<file path="config.mk">
export PLATFORM = sky130hd
export DESIGN_NAME = dual_mode_speed_steer_pid_core
export DESIGN_NICKNAME = d
export VERILOG_FILES = /design/src/rtl/dmssp_pkg.sv /design/src/rtl/dmssp_datapath.sv /design/src/rtl/dual_mode_speed_steer_pid_core.sv
export SDC_FILE = /design/constraint.sdc
export NUM_CORES = 2
export LEC_CHECK = 0
export BUFFER_PORTS_ARGS = -buffer_cell sky130_fd_sc_hd__buf_2
export CORE_ASPECT_RATIO = 1.5
export CORE_UTILIZATION = 45
export DETAILED_ROUTE_END_ITERATION = 8
export PLACE_DENSITY = 0.68
export SLEW_MARGIN = 20
export SYNTH_ARGS = -nofsm -noshare
export SYNTH_HDL_FRONTEND = slang
export SYNTH_SLANG_ARGS = --single-unit
</file>
<file path="constraint.sdc">
create_clock -name clk -period 8.2 [get_ports clk]
set_input_delay 0.82 -clock clk [delete_from_list [all_inputs] [get_ports clk]]
set_output_delay 0.82 -clock clk [all_outputs]
set_load 0.02 [all_outputs]
</file>
<file path="src/rtl/dmssp_pkg.sv">
`timescale 1ns / 1ps
// ----------------------------------------------------------------------------
// dmssp_pkg
// shared types, constants and the microcode store of the speed / steering pid
// ----------------------------------------------------------------------------
package dmssp_pkg;

  localparam int GAIN_W    = 16;
  localparam int SPEED_W   = 16;
  localparam int COL_W     = 8;
  localparam int SPD_ERR_W = 17;
  localparam int STR_ERR_W = 9;
  localparam int SLOPE_W   = 10;
  localparam int OPA_W     = 20;
  localparam int OPB_W     = 18;
  localparam int PROD_W    = OPA_W + OPB_W;
  localparam int ACC_W     = 40;
  localparam int OUT_W     = 32;
  localparam int PC_W      = 4;
  localparam int CFG_IDX_W = 3;
  localparam int CFG_DAT_W = 16;

  localparam logic signed [SPD_ERR_W-1:0] SPEED_BIG_ERR  = 17'sd20;
  localparam logic signed [OPB_W-1:0]     STEER_LIN_COEF = 18'sd5;
  localparam logic signed [ACC_W-1:0]     STEER_OFFSET   = 40'sd3;
  localparam logic [COL_W-1:0]            VIEW_MID_RESET = 8'd64;

  typedef enum logic {
    OP_SPEED = 1'b0,
    OP_STEER = 1'b1
  } opcode_t;

  typedef enum logic [CFG_IDX_W-1:0] {
    REG_SPEED_SETPOINT  = 3'd0,
    REG_SPEED_GAIN_CUR  = 3'd1,
    REG_SPEED_GAIN_LAST = 3'd2,
    REG_SPEED_GAIN_OLD  = 3'd3,
    REG_STEER_KD        = 3'd4,
    REG_VIEW_MIDLINE    = 3'd5
  } reg_idx_t;

  typedef enum logic [2:0] {
    A_GAIN_CUR  = 3'd0,
    A_GAIN_LAST = 3'd1,
    A_GAIN_OLD  = 3'd2,
    A_STEER_KD  = 3'd3,
    A_SLOPE     = 3'd4,
    A_SLOPE_MAG = 3'd5,
    A_ACC       = 3'd6
  } a_sel_t;

  typedef enum logic [2:0] {
    B_SPD_ERR  = 3'd0,
    B_SPD_LAST = 3'd1,
    B_SPD_OLD  = 3'd2,
    B_SLOPE    = 3'd3,
    B_LIN_COEF = 3'd4,
    B_STR_ERR  = 3'd5,
    B_STR_LAST = 3'd6
  } b_sel_t;

  typedef enum logic [1:0] {
    ACC_HOLD      = 2'd0,
    ACC_LOAD      = 2'd1,
    ACC_ADD       = 2'd2,
    ACC_ADD_SMALL = 2'd3
  } acc_op_t;

  typedef struct packed {
    a_sel_t  a_sel;
    b_sel_t  b_sel;
    acc_op_t acc_op;
    logic    plus3;
    logic    commit;
  } ctrl_t;

  localparam logic [PC_W-1:0] SPEED_ENTRY = 4'd0;
  localparam logic [PC_W-1:0] STEER_ENTRY = 4'd5;
  localparam logic [PC_W-1:0] LAST_PC     = 4'd11;

  localparam ctrl_t CTRL_NOP = '{A_GAIN_CUR, B_SPD_ERR, ACC_HOLD, 1'b0, 1'b0};

  // microcode: the product of one step is accumulated in the next
  function automatic ctrl_t dmssp_rom(input logic [PC_W-1:0] pc);
    ctrl_t w;
    begin
      w = CTRL_NOP;
      case (pc)
        // speed loop
        4'd0:  w = '{A_GAIN_CUR,  B_SPD_ERR,  ACC_HOLD,      1'b0, 1'b0};
        4'd1:  w = '{A_GAIN_LAST, B_SPD_LAST, ACC_LOAD,      1'b0, 1'b0};
        4'd2:  w = '{A_GAIN_OLD,  B_SPD_OLD,  ACC_ADD,       1'b0, 1'b0};
        4'd3:  w = '{A_GAIN_CUR,  B_SPD_ERR,  ACC_ADD_SMALL, 1'b0, 1'b0};
        4'd4:  w = '{A_GAIN_CUR,  B_SPD_ERR,  ACC_HOLD,      1'b0, 1'b1};
        // steering loop
        4'd5:  w = '{A_SLOPE,     B_SLOPE,    ACC_HOLD,      1'b0, 1'b0};
        4'd6:  w = '{A_SLOPE_MAG, B_LIN_COEF, ACC_LOAD,      1'b0, 1'b0};
        4'd7:  w = '{A_SLOPE,     B_SLOPE,    ACC_ADD,       1'b1, 1'b0};
        4'd8:  w = '{A_ACC,       B_STR_ERR,  ACC_HOLD,      1'b0, 1'b0};
        4'd9:  w = '{A_STEER_KD,  B_STR_LAST, ACC_LOAD,      1'b0, 1'b0};
        4'd10: w = '{A_STEER_KD,  B_STR_LAST, ACC_ADD,       1'b0, 1'b0};
        4'd11: w = '{A_STEER_KD,  B_STR_LAST, ACC_HOLD,      1'b0, 1'b1};
        default: w = CTRL_NOP;
      endcase
      return w;
    end
  endfunction

endpackage

</file>
<file path="src/rtl/dmssp_datapath.sv">
`timescale 1ns / 1ps
// ----------------------------------------------------------------------------
// dmssp_datapath
// config registers, error history, shared multiplier, accumulator, saturation
// ----------------------------------------------------------------------------
module dmssp_datapath (
  input  logic                              clk,
  input  logic                              rst_n,
  input  logic                              cfg_we,
  input  logic [dmssp_pkg::CFG_IDX_W-1:0]   cfg_index,
  input  logic [dmssp_pkg::CFG_DAT_W-1:0]   cfg_data,
  input  logic                              load,
  input  logic                              opcode,
  input  logic [dmssp_pkg::SPEED_W-1:0]     measured_speed,
  input  logic [dmssp_pkg::COL_W-1:0]       midline_col,
  input  dmssp_pkg::ctrl_t                  ctrl,
  input  logic                              commit,
  output logic [dmssp_pkg::OUT_W-1:0]       drive_value
);
  import dmssp_pkg::*;

  logic signed [GAIN_W-1:0]    setpoint_r, gain_cur_r, gain_last_r, gain_old_r, steer_kd_r;
  logic [COL_W-1:0]            view_mid_r;
  logic signed [SPD_ERR_W-1:0] spd_last_r, spd_old_r, spd_err_r;
  logic signed [STR_ERR_W-1:0] str_last_r, str_err_r;
  logic signed [SLOPE_W-1:0]   slope_r;
  opcode_t                     mode_r;
  logic signed [PROD_W-1:0]    prod_r;
  logic signed [ACC_W-1:0]     acc_r;
  logic [OUT_W-1:0]            out_r;

  logic signed [SPD_ERR_W-1:0] spd_err_nxt;
  logic signed [STR_ERR_W-1:0] str_err_nxt;
  logic signed [SLOPE_W-1:0]   slope_nxt;
  logic [SLOPE_W-1:0]          slope_mag;
  logic signed [OPA_W-1:0]     op_a;
  logic signed [OPB_W-1:0]     op_b;
  logic signed [ACC_W-1:0]     prod_ext, acc_nxt;
  logic                        small_err;
  logic [OUT_W-1:0]            sat_val;

  always_ff @(posedge clk) begin
    if (!rst_n) begin
      setpoint_r  <= '0;
      gain_cur_r  <= '0;
      gain_last_r <= '0;
      gain_old_r  <= '0;
      steer_kd_r  <= '0;
      view_mid_r  <= VIEW_MID_RESET;
    end else if (cfg_we) begin
      case (cfg_index)
        REG_SPEED_SETPOINT:  setpoint_r  <= cfg_data;
        REG_SPEED_GAIN_CUR:  gain_cur_r  <= cfg_data;
        REG_SPEED_GAIN_LAST: gain_last_r <= cfg_data;
        REG_SPEED_GAIN_OLD:  gain_old_r  <= cfg_data;
        REG_STEER_KD:        steer_kd_r  <= cfg_data;
        REG_VIEW_MIDLINE:    view_mid_r  <= cfg_data[COL_W-1:0];
        default: ;
      endcase
    end
  end

  assign spd_err_nxt = {setpoint_r[GAIN_W-1], setpoint_r}
                     - {measured_speed[SPEED_W-1], measured_speed};
  assign str_err_nxt = {1'b0, midline_col} - {1'b0, view_mid_r};
  assign slope_nxt   = {str_err_nxt[STR_ERR_W-1], str_err_nxt}
                     - {str_last_r[STR_ERR_W-1], str_last_r};
  assign slope_mag   = slope_r[SLOPE_W-1] ? SLOPE_W'(-slope_r) : slope_r;
  assign small_err   = (spd_err_r <= SPEED_BIG_ERR) && (spd_err_r >= -SPEED_BIG_ERR);

  always_comb begin
    case (ctrl.a_sel)
      A_GAIN_CUR:  op_a = OPA_W'(gain_cur_r);
      A_GAIN_LAST: op_a = OPA_W'(gain_last_r);
      A_GAIN_OLD:  op_a = OPA_W'(gain_old_r);
      A_STEER_KD:  op_a = OPA_W'(steer_kd_r);
      A_SLOPE:     op_a = OPA_W'(slope_r);
      A_SLOPE_MAG: op_a = {{(OPA_W-SLOPE_W){1'b0}}, slope_mag};
      A_ACC:       op_a = acc_r[OPA_W-1:0];
      default:     op_a = '0;
    endcase
    case (ctrl.b_sel)
      B_SPD_ERR:  op_b = OPB_W'(spd_err_r);
      B_SPD_LAST: op_b = OPB_W'(spd_last_r);
      B_SPD_OLD:  op_b = OPB_W'(spd_old_r);
      B_SLOPE:    op_b = OPB_W'(slope_r);
      B_LIN_COEF: op_b = STEER_LIN_COEF;
      B_STR_ERR:  op_b = OPB_W'(str_err_r);
      B_STR_LAST: op_b = OPB_W'(str_last_r);
      default:    op_b = '0;
    endcase
  end

  assign prod_ext = ACC_W'(prod_r);

  always_comb begin
    acc_nxt = acc_r;
    case (ctrl.acc_op)
      ACC_HOLD:      acc_nxt = acc_r;
      ACC_LOAD:      acc_nxt = prod_ext;
      ACC_ADD:       acc_nxt = acc_r + prod_ext + (ctrl.plus3 ? STEER_OFFSET : '0);
      ACC_ADD_SMALL: acc_nxt = small_err ? acc_r + prod_ext : acc_r;
      default:       acc_nxt = acc_r;
    endcase
  end

  // clamp to the signed 32-bit range
  always_comb begin
    if (&acc_r[ACC_W-1:OUT_W-1] || ~|acc_r[ACC_W-1:OUT_W-1])
      sat_val = acc_r[OUT_W-1:0];
    else if (acc_r[ACC_W-1])
      sat_val = {1'b1, {(OUT_W-1){1'b0}}};
    else
      sat_val = {1'b0, {(OUT_W-1){1'b1}}};
  end

  always_ff @(posedge clk) begin
    if (!rst_n) begin
      spd_last_r <= '0;
      spd_old_r  <= '0;
      str_last_r <= '0;
    end else if (commit) begin
      if (mode_r == OP_STEER) begin
        str_last_r <= str_err_r;
      end else begin
        spd_old_r  <= spd_last_r;
        spd_last_r <= spd_err_r;
      end
    end
  end

  always_ff @(posedge clk) begin
    prod_r <= op_a * op_b;
    acc_r  <= acc_nxt;
    if (load) begin
      mode_r    <= opcode_t'(opcode);
      spd_err_r <= spd_err_nxt;
      str_err_r <= str_err_nxt;
      slope_r   <= slope_nxt;
    end
    if (commit) begin
      out_r <= sat_val;
    end
  end

  assign drive_value = out_r;

endmodule

</file>
<file path="src/rtl/dual_mode_speed_steer_pid_core.sv">
`timescale 1ns / 1ps
// ----------------------------------------------------------------------------
// dual_mode_speed_steer_pid_core
// speed / steering pid run by a microcoded step sequencer over one multiplier
// ----------------------------------------------------------------------------
// the microcode runs one item at a time through the single shared multiplier
//   and accumulator; the speed program is shorter than the steering one
// a new beat is taken once the sequencer is done, while the last result waits
// reset: synchronous active-low rst_n clears history, config and handshake
//   state; view midline resets to 64, other config registers to 0
// ----------------------------------------------------------------------------
module dual_mode_speed_steer_pid_core (
  input  logic                              clk,
  input  logic                              rst_n,
  input  logic                              cfg_valid,
  output logic                              cfg_ready,
  input  logic [dmssp_pkg::CFG_IDX_W-1:0]   cfg_index,
  input  logic [dmssp_pkg::CFG_DAT_W-1:0]   cfg_data,
  input  logic                              in_tvalid,
  output logic                              in_tready,
  input  logic [23:0]                       in_tdata,   // measured_speed, midline_col
  input  logic [0:0]                        in_tuser,   // opcode
  output logic                              out_tvalid,
  input  logic                              out_tready,
  output logic [dmssp_pkg::OUT_W-1:0]       out_tdata   // drive_value
);
  import dmssp_pkg::*;

  logic [PC_W-1:0] pc_r, pc_nxt;
  logic            busy_r, busy_nxt;
  logic            out_valid_r, out_valid_nxt;
  logic            in_fire, commit_fire;
  ctrl_t           rom_word, ctrl;

  assign cfg_ready = 1'b1;
  assign in_tready = !busy_r;
  assign in_fire   = in_tvalid && in_tready;

  assign rom_word    = dmssp_rom(pc_r);
  assign ctrl        = busy_r ? rom_word : CTRL_NOP;
  assign commit_fire = busy_r && rom_word.commit && (!out_valid_r || out_tready);

  always_comb begin
    pc_nxt = pc_r;
    if (in_fire)
      pc_nxt = (in_tuser[0] == OP_STEER) ? STEER_ENTRY : SPEED_ENTRY;
    else if (busy_r && !rom_word.commit)
      pc_nxt = pc_r + 1'b1;
  end

  always_comb begin
    busy_nxt = busy_r;
    if (in_fire)
      busy_nxt = 1'b1;
    else if (commit_fire)
      busy_nxt = 1'b0;
  end

  always_comb begin
    out_valid_nxt = out_valid_r;
    if (commit_fire)
      out_valid_nxt = 1'b1;
    else if (out_tready)
      out_valid_nxt = 1'b0;
  end

  always_ff @(posedge clk) begin
    if (!rst_n) begin
      pc_r        <= SPEED_ENTRY;
      busy_r      <= 1'b0;
      out_valid_r <= 1'b0;
    end else begin
      pc_r        <= pc_nxt;
      busy_r      <= busy_nxt;
      out_valid_r <= out_valid_nxt;
    end
  end

  dmssp_datapath u_datapath (
    .clk            (clk),
    .rst_n          (rst_n),
    .cfg_we         (cfg_valid && cfg_ready),
    .cfg_index      (cfg_index),
    .cfg_data       (cfg_data),
    .load           (in_fire),
    .opcode         (in_tuser[0]),
    .measured_speed (in_tdata[15:0]),
    .midline_col    (in_tdata[23:16]),
    .ctrl           (ctrl),
    .commit         (commit_fire),
    .drive_value    (out_tdata)
  );

  assign out_tvalid = out_valid_r;

  a_entry: assert property (@(posedge clk) disable iff (!rst_n)
    in_fire |=> busy_r && (pc_r == SPEED_ENTRY || pc_r == STEER_ENTRY))
    else $error("sequencer did not start at a program entry");

  a_pc_range: assert property (@(posedge clk) disable iff (!rst_n)
    busy_r |-> pc_r <= LAST_PC)
    else $error("step counter left the program");

  a_commit_out: assert property (@(posedge clk) disable iff (!rst_n)
    commit_fire |=> out_tvalid && !busy_r)
    else $error("finished item did not present a result");

endmodule
</file>
==> results.yml <==
hold_path:
  hp-class: "register to register"
global_routing:
  grt_pass1_vias: 24900
  grt_util_all_layers_pct: 25.6
  top_usage_layer: "met2"
  grt_max_degree: 70
  antenna_found_initial: 0
  grt_overflow_total: 0
  grt_util_met3_pct: 3.10
  grt_util_met1_pct: 28.5
  grt_use_met2_pct: 45.2
  grt_pass1_wl_mm: 135
die:
  dieArea_sq_mm: 0.0683
  die_x_microns: 214
  start_util_pct: 45.4
  ios: 84
  core_sq_mm: 0.0666
  die_h_microns: 320
  num_rows: 116
drt:
  drtIter0Drc: 1772
  drc: 1
  viasPerCell: 5.48
  wl_per_cell_microns: 19.3
  drt_first_pass_iters: 9
  postRouteAntennaNets: 0
  drt_wl_total_mm: 85.6
  vias: 24300
setup_path:
  crit_arrival_ps: 8350
  max_stage_delay_ps: 740
  crit_top_cell: "fa_1"
  cp-end-kind: "register"
  required_ps: 8640
  path_class: "register to register"
  start_kind: "register"
  cp_slowest_cell: "a21oi_1"
  crit_fanout: 17
  r2r_slack_ps: 290
synthesis:
  synth_edf_count: 109
  ys.flop_type: "dfxtp_1"
  ys_async_sr_fraction_pct: 0
  yosysWarningCount: 0
  ys_types: 74
  syn_nets: 4117
  ys_ff_latch: 294
  syn-cell-area_sq_mm: 0.0302
  avgSynthCellArea_sq_um: 8.75
  syn_inst: 3455
  synth_seq_area_share_pct: 23.1
cts:
  cts_tree: "yes"
  cts_setup_buffers: 0
  clkLatencyLatePin_ps: 570
  cts_root_buf: "clkbuf_16"
  clk_path_buf_depth: 3
  cts_sinks: 294
  path_clk_slew_ps: 60
  numCtsBuffers: 34
  htreeDepth: 2
cells_and_area:
  drive_gt1_share_pct: 6.77
  mostFrequentLayoutCell: "nand2_1"
  final_cell_mix: "nand2_1, inv_1, fa_1, a21oi_1, ha_1"
  syn_to_final_growth_pct: 9.08
  fin_cells: 4430
  n_antenna_cell: 0
  fin_area_sq_mm: 0.0330
  fin_nets: 4181
sta:
  setup_viol: 0
  max_freq_ghz: 0.126
  period_minus_slack_ps: 7910
  fin_setup_tns_ps: 0
  hold_viol_final: 0
  finClkSkew_ps: 26.0
  hold_slack_ps: 452
  rsz0062_at_grt: "no"
  drv_slew: 0
  max-slew-margin-rel_pct: 35.4
  finalCritPeriodShare_pct: 96.4
  worst_pin_slew_ps: 970
  layout_setup_ws_ps: 292
placement:
  dpl_cell_area_sq_mm: 0.0319
  pre_cts_slack_ps: 212
  dp_cells: 4368
  port_buffers: 82
  place_congestion: 0.970
  hpwl_mm: 69.3
power_and_ir_drop:
  vdd_drop_max_v: 0.000177
  leakagePower_nw: 14.7
  power_density_mw_per_mm2: 208
run_status:
  status: "finished, violations left"
  violations: "DRC"
flow_run:
  drv_cap: 0
-- final cells by class --
| type | count | area (sq um) |
|---|---|---|
| inverters | 510 | 1920 |
| repair buffers | 151 | 928 |
| clock buffers | 47 | 995 |
| clock inverters | 15 | 125 |
| fillers | 6268 | 33600 |
| multi-input cells | 2528 | 20900 |
| well taps | 885 | 1110 |
| flip-flops and latches | 294 | 6980 |
-- synthesized netlist by cell type (4+ instances only) --
master	count	area share, %
nand4_1	23	0.48
buf_1	7	0.087
nor2_1	201	2.5
o21ai_1	10	0.17
and4_1	9	0.26
a31o_2	7	0.20
mux2i_1	9	0.30
or3_1	8	0.17
clkbuf_1	115	1.4
a41oi_1	4	0.12
a222oi_1	21	0.69
dfxtp_1	185	12
a31oi_1	34	0.70
inv_1	509	6.3
a21boi_0	5	0.12
o211ai_1	9	0.22
nor3_1	24	0.40
xnor2_1	101	2.9
o21a_1	41	1.0
nor3b_1	7	0.17
o21ai_0	109	1.8
o22ai_1	4	0.083
xor2_1	33	0.96
and2_1	54	1.1
a21o_1	46	1.1
a211oi_1	20	0.50
edfxtp_1	109	11
o31ai_1	7	0.17
nor2b_1	22	0.46
nand3_1	41	0.68
nand2_1	654	8.1
o21bai_1	17	0.42
a21oi_1	267	4.4
ha_1	208	8.6
fa_1	405	27
nor4_1	8	0.17
and3_1	11	0.23
a22oi_1	28	0.69
nand2b_1	28	0.58
o2111ai_1	6	0.17
-- layer usage --
| layer | part of all wire [%] | vias to the layer above |
|---|---|---|
| met5 | 0 | - |
| met1 | 37 | 11800 |
| met4 | 7.7 | 0 |
| li1 | - | 11400 |
| met2 | 51 | 834 |
| met3 | 4.9 | 276 |
-- through the flow --
stage | total power, mW | utilization (%)
2_1_floorplan | 4.41 | -
3_3_place_gp | 5.29 | 47.8
3_5_place_dp | 5.34 | 47.8
4_1_cts | 6.89 | 49.5
5_1_grt | 7.35 | 49.5
6_report | 6.86 | 49.5
-- worst max-delay path: cells and delay by family, from the launching register on --
kind | cells | cell delay, ps
simple gates | 6 | 1140
compound gates | 8 | 2400
buf+inv | 5 | 410
xor+xnor | 1 | 60
fa+ha+maj | 7 | 3350
flops | 1 | 410
-- worst paths after layout --
path	endpoint	cells after the start	start
min reg2reg	u_datapath.spd_old_r[15]$_SDFFE_PN0P_	2	u_datapath.spd_last_r[15]$_SDFFE_PN0P_
min	u_datapath.spd_old_r[15]$_SDFFE_PN0P_	2	u_datapath.spd_last_r[15]$_SDFFE_PN0P_
max	u_datapath.prod_r[37]$_DFF_P_	27	busy_r$_SDFFE_PN0P_
max reg2reg	u_datapath.prod_r[37]$_DFF_P_	27	busy_r$_SDFFE_PN0P_
-- where the power goes --
| group | total, mW | internal [mW] | switching (mW) |
|---|---|---|---|
| clock | 1.53 | 0.869 | 0.663 |
| sequential | 1.87 | 1.69 | 0.183 |
| combinational | 3.46 | 1.44 | 2.02 |
-- repair_timing --
action                                  4_1_cts  5_1_grt
resized for setup                             0        4
endpoints found under the setup margin        0       10
hold buffers                                  0        0
-- registers in the layout, indices dropped and copies added, names as in the netlist, 16 cells and up --
register	flops
u_datapath.prod_r	38
u_datapath.gain_last_r	16
u_datapath.setpoint_r	16
u_datapath.spd_last_r	17
u_datapath.spd_old_r	17
u_datapath.gain_old_r	16
u_datapath.spd_err_r	17
u_datapath.steer_kd_r	16
u_datapath.drive_value	32
u_datapath.gain_cur_r	16
u_datapath.acc_r	40
-- cells by family after synthesis --
family                     count (synthesis)  synth area share (%)
and+or+nand+nor                         1098                  15.5
AOI/OAI and AO/OA                        670                  13.8
buffers and inverters                    633                  7.87
adders and majority gates                613                  35.4
DFF                                      294                  23.1
xor gates and xnor gates                 134                  3.88
muxes                                     12                 0.410
other                                      1                0.0124
(Power assumes the default switching activity.)
